<file path="src/hw/rtl/cpidsm_pkg.sv">
package cpidsm_pkg;

  localparam logic signed [8:0]  DRIVE_MAX  = 9'sd255;
  localparam logic signed [8:0]  DRIVE_MIN  = -9'sd255;
  localparam logic signed [15:0] CRUISE_MAX = 16'sd768;
  localparam logic signed [15:0] CRUISE_MIN = -16'sd768;
  localparam logic signed [7:0]  ANGLE_MAX  = 8'sd90;
  localparam logic signed [7:0]  ANGLE_MIN  = -8'sd90;
  localparam logic [6:0]         STRAIGHT   = 7'd90;
  // floor(x/90) == (x*INV90) >> INV90_SHIFT for x < 2^15
  localparam logic [14:0]        INV90       = 15'd23302;
  localparam int unsigned        INV90_SHIFT = 21;

  localparam int unsigned NUM_W   = 44;
  localparam int unsigned ACC_W   = 50;
  localparam logic [5:0]  DIV_LAST = 6'd43;

  localparam logic [15:0] PGAIN_RST = 16'd1280;
  localparam logic [15:0] IGAIN_RST = 16'd0;
  localparam logic [15:0] DGAIN_RST = 16'd2560;

  typedef enum logic [3:0] {
    CFG_CRUISE = 4'd0,
    CFG_PGAIN  = 4'd1,
    CFG_IGAIN  = 4'd2,
    CFG_DGAIN  = 4'd3
  } cfg_idx_e;

  typedef enum logic [1:0] {
    DIR_BACK = 2'd0,
    DIR_FWD  = 2'd1,
    DIR_IDLE = 2'd2
  } dir_e;

  typedef enum logic [1:0] {
    TERM_P = 2'd0,
    TERM_I = 2'd1,
    TERM_D = 2'd2
  } term_e;

  typedef enum logic [6:0] {
    ST_IDLE = 7'b0000001,
    ST_DIV  = 7'b0000010,
    ST_ERR  = 7'b0000100,
    ST_MUL  = 7'b0001000,
    ST_FIN  = 7'b0010000,
    ST_MIX  = 7'b0100000,
    ST_OUT  = 7'b1000000
  } state_e;

endpackage

</file>
<file path="src/hw/rtl/cpidsm_if.sv">
interface cpidsm_in_if;
  logic               valid;
  logic               ready;
  logic [31:0]        encoder_distance;
  logic [15:0]        elapsed_ms;
  logic signed [15:0] speed_command;
  logic signed [7:0]  steer_angle;

  modport source (output valid, encoder_distance, elapsed_ms, speed_command, steer_angle,
                  input ready);
  modport sink   (input valid, encoder_distance, elapsed_ms, speed_command, steer_angle,
                  output ready);
endinterface

interface cpidsm_out_if;
  logic              valid;
  logic              ready;
  logic signed [8:0] motor_drive;
  logic [1:0]        direction;
  logic [7:0]        left_pwm;
  logic [7:0]        right_pwm;

  modport source (output valid, motor_drive, direction, left_pwm, right_pwm, input ready);
  modport sink   (input valid, motor_drive, direction, left_pwm, right_pwm, output ready);
endinterface

</file>
<file path="src/hw/rtl/cruise_pid_with_steering_mix.sv">
// channel  | dir | payload
// in_i     | in  | encoder_distance, elapsed_ms, speed_command, steer_angle
// out_o    | out | motor_drive, direction, left_pwm, right_pwm
// cfg      | in  | cfg_we_i, cfg_idx_i, cfg_data_i (write only)
//
// Raw mode, first cruise tick and zero target: ST_MIX, then ST_OUT to the result.
// Cruise update: bit-serial divide (speed) over 44 numerator bits, bit-serial
// multiply (16 gain bits for each of three terms), then ST_FIN, ST_MIX, ST_OUT.
// One request in flight; the next is taken while the result register waits.
// rst_ni resets all state asynchronously; a stalled result holds in out_o.
module cruise_pid_with_steering_mix
  import cpidsm_pkg::*;
(
  input  logic        clk_i,
  input  logic        rst_ni,
  input  logic        cfg_we_i,
  input  logic [3:0]  cfg_idx_i,
  input  logic [15:0] cfg_data_i,
  cpidsm_in_if.sink   in_i,
  cpidsm_out_if.source out_o
);

  state_e             state_q;
  logic               cruise_q;
  logic [15:0]        pgain_q, igain_q, dgain_q;
  logic [31:0]        last_dist_q;
  logic signed [31:0] esum_q;
  logic signed [16:0] lerr_q;
  logic signed [8:0]  ldrive_q;
  logic               primed_q;
  logic signed [10:0] target_q;
  logic [15:0]        elapsed_q;
  logic signed [7:0]  angle_q;
  logic [NUM_W-1:0]   num_q;
  logic [15:0]        rem_q;
  logic [15:0]        quot_q;
  logic               sat_q;
  logic [5:0]         cnt_q;
  logic signed [17:0] de_q;
  logic signed [ACC_W-1:0] mcand_q, acc_q;
  logic [15:0]        mplier_q;
  term_e              term_q;
  logic signed [8:0]  drive_q;
  logic [7:0]         mag_q;
  logic [14:0]        prod_q;
  logic               scale_right_q;
  logic               out_valid_q;
  logic signed [8:0]  out_drive_q;
  logic [1:0]         out_dir_q;
  logic [7:0]         out_left_q, out_right_q;

  logic               accept;
  logic signed [15:0] cmd;
  logic signed [8:0]  raw_drive;
  logic signed [10:0] tgt;
  logic [31:0]        dx;
  logic [NUM_W-1:0]   num_init;
  logic [16:0]        rem2;
  logic               ge;
  logic [16:0]        rem_sub;
  logic [15:0]        meas_mag;
  logic signed [17:0] meas, err18, de18;
  logic signed [16:0] err;
  logic signed [32:0] sum33;
  logic signed [31:0] esum_d;
  logic signed [33:0] corr;
  logic signed [34:0] dsum;
  logic signed [8:0]  drive_d;
  logic [7:0]         mag;
  logic signed [7:0]  ang;
  logic [6:0]         absa;
  logic [29:0]        inner_full;
  logic [7:0]         inner;
  logic               out_free;
  logic [1:0]         dir_d;

  assign accept      = in_i.valid & in_i.ready;
  assign in_i.ready  = (state_q == ST_IDLE);
  assign cmd         = in_i.speed_command;

  always_comb begin
    priority if (cmd > 16'(signed'(DRIVE_MAX))) raw_drive = DRIVE_MAX;
    else if (cmd < 16'(signed'(DRIVE_MIN)))     raw_drive = DRIVE_MIN;
    else                                         raw_drive = cmd[8:0];
    priority if (cmd > CRUISE_MAX) tgt = CRUISE_MAX[10:0];
    else if (cmd < CRUISE_MIN)     tgt = CRUISE_MIN[10:0];
    else                           tgt = cmd[10:0];
  end

  // distance * 2560 = d*2048 + d*512
  assign dx       = in_i.encoder_distance - last_dist_q;
  assign num_init = {1'b0, dx, 11'b0} + {3'b0, dx, 9'b0};

  // one quotient bit a cycle
  assign rem2    = {rem_q, num_q[NUM_W-1]};
  assign ge      = rem2 >= {1'b0, elapsed_q};
  assign rem_sub = rem2 - {1'b0, elapsed_q};

  always_comb begin
    meas_mag = sat_q ? 16'hFFFF : quot_q;
    meas     = target_q[10] ? -$signed({2'b0, meas_mag}) : $signed({2'b0, meas_mag});
    err18    = 18'(target_q) - meas;
    err      = err18[16:0];
    de18     = 18'(err) - 18'(lerr_q);
    sum33    = 33'(esum_q) + 33'(err);
    if (sum33[32] != sum33[31]) esum_d = sum33[32] ? 32'sh80000000 : 32'sh7FFFFFFF;
    else                        esum_d = sum33[31:0];
  end

  // truncate toward zero, then clamp
  always_comb begin
    corr = acc_q[ACC_W-1:16];
    if (acc_q[ACC_W-1] && (acc_q[15:0] != 16'd0)) corr = corr + 34'sd1;
    dsum = 35'(ldrive_q) + 35'(corr);
    priority if (dsum > 35'(DRIVE_MAX)) drive_d = DRIVE_MAX;
    else if (dsum < 35'(DRIVE_MIN))     drive_d = DRIVE_MIN;
    else                                 drive_d = dsum[8:0];
  end

  always_comb begin
    mag = drive_q[8] ? 8'(-drive_q) : drive_q[7:0];
    priority if (angle_q > ANGLE_MAX) ang = ANGLE_MAX;
    else if (angle_q < ANGLE_MIN)     ang = ANGLE_MIN;
    else                              ang = angle_q;
    absa = ang[7] ? 7'(-ang) : ang[6:0];
  end

  assign inner_full = prod_q * INV90;
  assign inner      = inner_full[INV90_SHIFT+7:INV90_SHIFT];
  assign out_free   = !out_valid_q || out_o.ready;

  always_comb begin
    priority if (drive_q[8])       dir_d = DIR_BACK;
    else if (drive_q != 9'sd0)     dir_d = DIR_FWD;
    else                           dir_d = DIR_IDLE;
  end

  always_ff @(posedge clk_i or negedge rst_ni) begin
    if (!rst_ni) begin
      state_q       <= ST_IDLE;
      cruise_q      <= 1'b0;
      pgain_q       <= PGAIN_RST;
      igain_q       <= IGAIN_RST;
      dgain_q       <= DGAIN_RST;
      last_dist_q   <= '0;
      esum_q        <= '0;
      lerr_q        <= '0;
      ldrive_q      <= '0;
      primed_q      <= 1'b0;
      target_q      <= '0;
      elapsed_q     <= '0;
      angle_q       <= '0;
      num_q         <= '0;
      rem_q         <= '0;
      quot_q        <= '0;
      sat_q         <= 1'b0;
      cnt_q         <= '0;
      de_q          <= '0;
      mcand_q       <= '0;
      acc_q         <= '0;
      mplier_q      <= '0;
      term_q        <= TERM_P;
      drive_q       <= '0;
      mag_q         <= '0;
      prod_q        <= '0;
      scale_right_q <= 1'b0;
      out_valid_q   <= 1'b0;
      out_drive_q   <= '0;
      out_dir_q     <= DIR_IDLE;
      out_left_q    <= '0;
      out_right_q   <= '0;
    end else begin
      if (out_valid_q && out_o.ready) out_valid_q <= 1'b0;

      unique case (state_q)
        ST_IDLE: begin
          if (accept) begin
            angle_q   <= in_i.steer_angle;
            elapsed_q <= in_i.elapsed_ms;
            target_q  <= tgt;
            num_q     <= num_init;
            rem_q     <= '0;
            quot_q    <= '0;
            sat_q     <= 1'b0;
            cnt_q     <= '0;
            priority if (!cruise_q) begin
              drive_q <= raw_drive;
              state_q <= ST_MIX;
            end else if (!primed_q) begin
              last_dist_q <= in_i.encoder_distance;
              primed_q    <= 1'b1;
              drive_q     <= ldrive_q;
              state_q     <= ST_MIX;
            end else begin
              last_dist_q <= in_i.encoder_distance;
              priority if (tgt == 11'sd0) begin
                drive_q <= ldrive_q;
                state_q <= ST_MIX;
              end else if (in_i.elapsed_ms == 16'd0) begin
                state_q <= ST_ERR;
              end else begin
                state_q <= ST_DIV;
              end
            end
          end
        end
        ST_DIV: begin
          rem_q  <= ge ? rem_sub[15:0] : rem2[15:0];
          quot_q <= {quot_q[14:0], ge};
          sat_q  <= sat_q | quot_q[15];
          num_q  <= num_q << 1;
          cnt_q  <= cnt_q + 6'd1;
          if (cnt_q == DIV_LAST) state_q <= ST_ERR;
        end
        ST_ERR: begin
          esum_q   <= esum_d;
          lerr_q   <= err;
          de_q     <= de18;
          mcand_q  <= ACC_W'(err);
          mplier_q <= pgain_q;
          term_q   <= TERM_P;
          acc_q    <= '0;
          cnt_q    <= '0;
          state_q  <= ST_MUL;
        end
        ST_MUL: begin
          if (mplier_q[0]) acc_q <= acc_q + mcand_q;
          mcand_q  <= mcand_q <<< 1;
          mplier_q <= mplier_q >> 1;
          cnt_q    <= cnt_q + 6'd1;
          if (cnt_q[3:0] == 4'hF) begin
            unique case (term_q)
              TERM_P: begin
                mcand_q  <= ACC_W'(esum_q);
                mplier_q <= igain_q;
                term_q   <= TERM_I;
              end
              TERM_I: begin
                mcand_q  <= ACC_W'(de_q);
                mplier_q <= dgain_q;
                term_q   <= TERM_D;
              end
              default: state_q <= ST_FIN;
            endcase
          end
        end
        ST_FIN: begin
          ldrive_q <= drive_d;
          drive_q  <= drive_d;
          state_q  <= ST_MIX;
        end
        ST_MIX: begin
          mag_q         <= mag;
          prod_q        <= 15'(mag * (STRAIGHT - absa));
          scale_right_q <= (ang > 8'sd0);
          state_q       <= ST_OUT;
        end
        ST_OUT: begin
          if (out_free) begin
            out_valid_q <= 1'b1;
            out_drive_q <= drive_q;
            out_dir_q   <= dir_d;
            out_left_q  <= scale_right_q ? mag_q : inner;
            out_right_q <= scale_right_q ? inner : mag_q;
            state_q     <= ST_IDLE;
          end
        end
        default: state_q <= ST_IDLE;
      endcase

      if (cfg_we_i) begin
        unique case (cfg_idx_i)
          CFG_CRUISE: begin
            if (cfg_data_i[0] && !cruise_q) begin
              ldrive_q <= '0;
              esum_q   <= '0;
              lerr_q   <= '0;
              primed_q <= 1'b0;
            end
            cruise_q <= cfg_data_i[0];
          end
          CFG_PGAIN: pgain_q <= cfg_data_i;
          CFG_IGAIN: igain_q <= cfg_data_i;
          CFG_DGAIN: dgain_q <= cfg_data_i;
          default: ;
        endcase
      end
    end
  end

  assign out_o.valid       = out_valid_q;
  assign out_o.motor_drive = out_drive_q;
  assign out_o.direction   = out_dir_q;
  assign out_o.left_pwm    = out_left_q;
  assign out_o.right_pwm   = out_right_q;

endmodule

</file>
<file path="src/flat_wrapper.sv">
// flat-port wrapper written by rule: the top's interface ports become plain ports
module cruise_pid_with_steering_mix_flat import cpidsm_pkg::*;
  (clk_i, rst_ni, cfg_we_i, cfg_idx_i, cfg_data_i, in_i_valid, in_i_encoder_distance, in_i_elapsed_ms, in_i_speed_command, in_i_steer_angle, in_i_ready, out_o_valid, out_o_motor_drive, out_o_direction, out_o_left_pwm, out_o_right_pwm, out_o_ready);
  cpidsm_in_if in_i_i ();
  cpidsm_out_if out_o_i ();
  input  logic clk_i;
  input  logic rst_ni;
  input  logic cfg_we_i;
  input  logic [3:0] cfg_idx_i;
  input  logic [15:0] cfg_data_i;
  input wire logic [$bits(in_i_i.valid)-1:0] in_i_valid;
  input wire logic [$bits(in_i_i.encoder_distance)-1:0] in_i_encoder_distance;
  input wire logic [$bits(in_i_i.elapsed_ms)-1:0] in_i_elapsed_ms;
  input wire logic [$bits(in_i_i.speed_command)-1:0] in_i_speed_command;
  input wire logic [$bits(in_i_i.steer_angle)-1:0] in_i_steer_angle;
  output wire logic [$bits(in_i_i.ready)-1:0] in_i_ready;
  output wire logic [$bits(out_o_i.valid)-1:0] out_o_valid;
  output wire logic [$bits(out_o_i.motor_drive)-1:0] out_o_motor_drive;
  output wire logic [$bits(out_o_i.direction)-1:0] out_o_direction;
  output wire logic [$bits(out_o_i.left_pwm)-1:0] out_o_left_pwm;
  output wire logic [$bits(out_o_i.right_pwm)-1:0] out_o_right_pwm;
  input wire logic [$bits(out_o_i.ready)-1:0] out_o_ready;
  assign in_i_i.valid = in_i_valid;
  assign in_i_i.encoder_distance = in_i_encoder_distance;
  assign in_i_i.elapsed_ms = in_i_elapsed_ms;
  assign in_i_i.speed_command = in_i_speed_command;
  assign in_i_i.steer_angle = in_i_steer_angle;
  assign in_i_ready = in_i_i.ready;
  assign out_o_valid = out_o_i.valid;
  assign out_o_motor_drive = out_o_i.motor_drive;
  assign out_o_direction = out_o_i.direction;
  assign out_o_left_pwm = out_o_i.left_pwm;
  assign out_o_right_pwm = out_o_i.right_pwm;
  assign out_o_i.ready = out_o_ready;
  cruise_pid_with_steering_mix u_core (.clk_i(clk_i), .rst_ni(rst_ni), .cfg_we_i(cfg_we_i), .cfg_idx_i(cfg_idx_i), .cfg_data_i(cfg_data_i), .in_i(in_i_i), .out_o(out_o_i));
endmodule
</file>
<file path="config.mk">
export PLATFORM = sky130hd
export DESIGN_NAME = cruise_pid_with_steering_mix_flat
export DESIGN_NICKNAME = d
export VERILOG_FILES = /design/src/hw/rtl/cpidsm_pkg.sv /design/src/hw/rtl/cpidsm_if.sv /design/src/hw/rtl/cruise_pid_with_steering_mix.sv /design/src/flat_wrapper.sv
export SDC_FILE = /design/constraint.sdc
export NUM_CORES = 2
export LEC_CHECK = 0
export BUFFER_PORTS_ARGS = -buffer_cell sky130_fd_sc_hd__buf_2
export CAP_MARGIN = 30
export CORE_AREA = 2 2 276 278
export DETAILED_ROUTE_END_ITERATION = 10
export DIE_AREA = 0 0 278 280
export PLACE_DENSITY = 0.73
export SLEW_MARGIN = 30
export SYNTH_ARGS = -nofsm -noshare
export SYNTH_HDL_FRONTEND = slang
export SYNTH_SLANG_ARGS = --single-unit
</file>
<file path="constraint.sdc">
create_clock -name clk_i -period 7 [get_ports clk_i]
set_input_delay 1.4 -clock clk_i [delete_from_list [all_inputs] [get_ports clk_i]]
set_output_delay 1.4 -clock clk_i [all_outputs]
set_load 0.005 [all_outputs]
</file>
==> out/summary.md <==
### Outcome
- result of the run: complete, no violations

### Clock tree
- TritonCTS clock tree: done
- CTS sink cnt: 453
- root buffer cell: sky130_fd_sc_hd__clkbuf_16
- CTS HTree Levels: 2
- maximum clock insertion buffer count: 3
- Worst-Skew Late Latency: 0.65 ns
- CTS clk-pin slew, worst paths: 0.06 ns
- Inserted Clock Buffers: 54

### STA
- number of slew-limit violations in the final report: 0
- number of endpoints with negative hold slack in the final report: 0
- Slew headroom: 29.3%
- Fin Clk Skew: 0.0446 ns
- worst slew pin tran: 1.05 ns
- fin crit share: 94.2%
- Max Freq: 0.152 GHz
- number of setup violations in the final report: 0
- Final TNS setup: 0 ns
- crit path time final: 6.60 ns

### Synth
- Synth top area share: 30.1%
- number of nets in the synthesized netlist: 4775
- most area-consuming cells after synthesis: sky130_fd_sc_hd__dfrtp_1 30%, sky130_fd_sc_hd__ha_1 12%, sky130_fd_sc_hd__fa_1 5.7%
- synthesized area per cell: 8.82 um^2
- post-synth design cell area: 0.0372 mm^2
- multiplexer fraction of the synthesized cell area: 4.82%
- combinational family with the most area after synthesis: compound AO/OA/AOI/OAI gates
- Main synth FF type: sky130_fd_sc_hd__dfrtp_1
- post-synth top area cell: sky130_fd_sc_hd__dfrtp_1
- sequential cell area fraction in the yosys report: 30.5%
- async set-reset flop share out of synthesis: 100%
- most used standard cell by instance count after synthesis: sky130_fd_sc_hd__dfrtp_1
- synthesized-area fraction occupied by ao, oa, aoi and oai cells: 20.3%
- total of flip-flops plus latches after synthesis: 453
- Synth Area in Adders: 18.3%
- Cells after Synth: 4217
- number of enable-type register cells in the synthesized netlist: 0
- area fraction in and, or, nand and nor cells after synthesis: 14.8%
- number of distinct standard cells referenced by the synthesized netlist: 100
- most instantiated cells after synthesis: 447 x sky130_fd_sc_hd__dfrtp_1, 396 x sky130_fd_sc_hd__nand2_1, 373 x sky130_fd_sc_hd__o21ai_0
- Yosys Warn Count: 0
- xor and xnor area share after synthesis: 6.17%

### Drt
- DRT antenna net count: 0
- via-per-instance ratio: 5.87
- drt initial violations: 2197
- drt drc: 0
- total wirelength of the detailed-routed design: 91900 um
- DR WL/cell: 17.3 um
- via count: 31300
- number of detailed-route iterations in the first pass: 6

### Min path
- hold-critical path endpoint: u_core.out_o.left_pwm[7]
- Hold Path Stages: 2
- kind of path behind the tightest hold check: reg2reg
- start point of the worst hold path: u_core.out_o.left_pwm[7]

### Setup path
- number of cells traversed by the worst register-to-register path: 30
- maximum fanout count along the critical path: 7
- category of cells accounting for the largest share of critical-path delay: adder cells
- cell mode on critical path: sky130_fd_sc_hd__fa_1
- category of the worst setup path launch point: register
- Setup CP Type: reg2reg
- Req. time, crit path: 7.48 ns
- crit path buf inv count: 4
- cell at the slowest stage of the critical path: sky130_fd_sc_hd__fa_1
- type of element capturing the critical path: register
- beginning of the worst register-to-register path: u_core.angle_q[4]
- end of the worst register-to-register path: u_core.prod_q[13]
- reg-to-reg slack, setup: 0.40 ns
- slowest stage delay, CP: 0.55 ns
- Crit path arrival time: 7.08 ns

### Cells and area
- net count reported at finish: 4860
- final antenna diode count: 0
- fraction of final layout cells with drive strength greater than 1: 11.3%
- synthesis-to-layout area growth: 10.7%

### Place
- placed wire-length estimate: 67400 um
- placer congestion estimate: 0.940
- Port Buf Inserts: 125

### Die
- floorplan die width: 278 um
- I/O pin count: 126
- Core Rows: 101
- die area: 0.0778 mm^2
- initial standard-cell utilization of the core: 49.4%
- core outline area: 0.0752 mm^2
- height of the chip: 280 um

### Global routing
- total routing resource utilization after global routing: 23.4%
- global routing's busiest layer: met2
- initial antenna violation count: 2
- met3 Usage GRT: 3.28%
- Global Route met2 Usage: 38.5%
- vias in the first global route: 30100
- global routing usage on met1: 32.1%
- Overflow after GRT: 0
- largest net degree at the start of global routing: 148
- first-pass GRT wire length: 152000 um

### Run
- max cap viols: 0

## how the worst max path moves through the flow
stage                            startpoint                 to  slack [ns]  cells past startpoint
after floorplan           u_core.angle_q[4]  u_core.prod_q[13]        0.11                     32
after global placement    u_core.angle_q[4]  u_core.prod_q[13]        0.06                     32
after detailed placement  u_core.angle_q[4]  u_core.prod_q[13]       -0.04                     32
after CTS                 u_core.angle_q[4]  u_core.prod_q[14]        0.04                     31
after global routing      u_core.angle_q[4]  u_core.prod_q[13]     -0.0008                     30
final                     u_core.angle_q[4]  u_core.prod_q[13]        0.40                     30
## worst reg2reg max path: cells and delay by family (launching register included)
| kind | cells | cell delay [ns] |
|---|---|---|
| buf+inv | 4 | 0.30 |
| simple gates | 7 | 1.22 |
| compound gates | 10 | 1.46 |
| xor+xnor | 2 | 0.24 |
| flops | 1 | 0.38 |
| fa+ha+maj | 7 | 2.84 |
## area by class of cell
type / count / area (um^2)
multi-input combinational: 3268 / 24200
timing repair buffer: 191 / 1220
clock inverter: 36 / 483
sequential: 453 / 11300
tap: 978 / 1220
fill: 6712 / 34000
clock buffer: 65 / 1470
inverter: 334 / 1250
## stage by stage
| stage | cells | instance area, um^2 | setup WS, ns | util [%] | hold WS [ns] |
|---|---|---|---|---|---|
| 3_3_place_gp | 5221 | 39000 | 0.0574 | 51.9 | 0.457 |
| 4_1_cts | 5322 | 41000 | 0.0435 | 54.5 | 0.478 |
| 6_report | 5325 | 41200 | 0.404 | 54.7 | 0.472 |
| 3_5_place_dp | 5221 | 39000 | -0.0433 | 51.9 | 0.466 |
| 2_1_floorplan | 4217 | 37200 | 0.109 | - | 0.439 |
| 5_1_grt | 5325 | 41200 | -0.000827 | 54.7 | 0.494 |
## what timing repair did
action,CTS,global route
hold buffers,0,0
buffers inserted,0,2
endpoints found under the setup margin,2,36
resized for setup,2,32
pin swaps,0,11
## cell usage in the layout, fill, tap and decap left out, types with 28 or more instances in the layout
| cell type | instances |
|---|---|
| sky130_fd_sc_hd__mux2i_1 | 71 |
| sky130_fd_sc_hd__fa_1 | 105 |
| sky130_fd_sc_hd__xnor2_1 | 158 |
| sky130_fd_sc_hd__nand3_1 | 142 |
| sky130_fd_sc_hd__o21ai_0 | 366 |
| sky130_fd_sc_hd__o21a_1 | 33 |
| sky130_fd_sc_hd__mux2_2 | 96 |
| sky130_fd_sc_hd__o211ai_1 | 33 |
| sky130_fd_sc_hd__buf_4 | 59 |
| sky130_fd_sc_hd__buf_2 | 124 |
| sky130_fd_sc_hd__nor3_1 | 75 |
| sky130_fd_sc_hd__ha_1 | 353 |
| sky130_fd_sc_hd__nor2_1 | 238 |
| sky130_fd_sc_hd__o21ai_1 | 53 |
| sky130_fd_sc_hd__a22oi_1 | 45 |
| sky130_fd_sc_hd__nand4_1 | 37 |
| sky130_fd_sc_hd__a21o_1 | 88 |
| sky130_fd_sc_hd__nand2_1 | 394 |
| sky130_fd_sc_hd__clkbuf_16 | 55 |
| sky130_fd_sc_hd__nor4_1 | 29 |
| sky130_fd_sc_hd__xor2_1 | 101 |
| sky130_fd_sc_hd__inv_1 | 330 |
| sky130_fd_sc_hd__a221oi_1 | 28 |
| sky130_fd_sc_hd__and3_1 | 33 |
| sky130_fd_sc_hd__nand2b_1 | 36 |
| sky130_fd_sc_hd__or3_1 | 28 |
| sky130_fd_sc_hd__a21oi_1 | 269 |
| sky130_fd_sc_hd__dfrtp_1 | 445 |
| sky130_fd_sc_hd__nor2b_1 | 32 |
## metal layers
metal  up-vias  part of all wire [%]
met5         -                 0.028
met4         4                   2.7
met3       142                   5.2
met2       715                    46
met1     15100                    46
li1      15300                     -
## cell families (layout without fill, tap and decap cells)
| kind of cell | after synthesis | in the layout |
|---|---|---|
| XOR/XNOR | 262 | 262 |
| AO/OA/AOI/OAI | 1197 | 1197 |
| adder cells (fa/ha/maj) | 485 | 485 |
| AND/OR/NAND/NOR | 1157 | 1157 |
| multiplexers | 167 | 167 |
| flip-flops | 453 | 453 |
| buffers and inverters | 496 | 626 |
## registers in the layout (all words and copies together) (netlist names), 17 cells and up
name and count:
u_core.esum_q 32, u_core.last_dist_q 32, u_core.de_q 18, u_core.lerr_q 17, u_core.num_q 35, u_core.mcand_q 50, u_core.acc_q 50
Power is left out: the tool's default activity adds up to more than one toggle a clock period on the data nets, which glitch-free logic cannot reach.
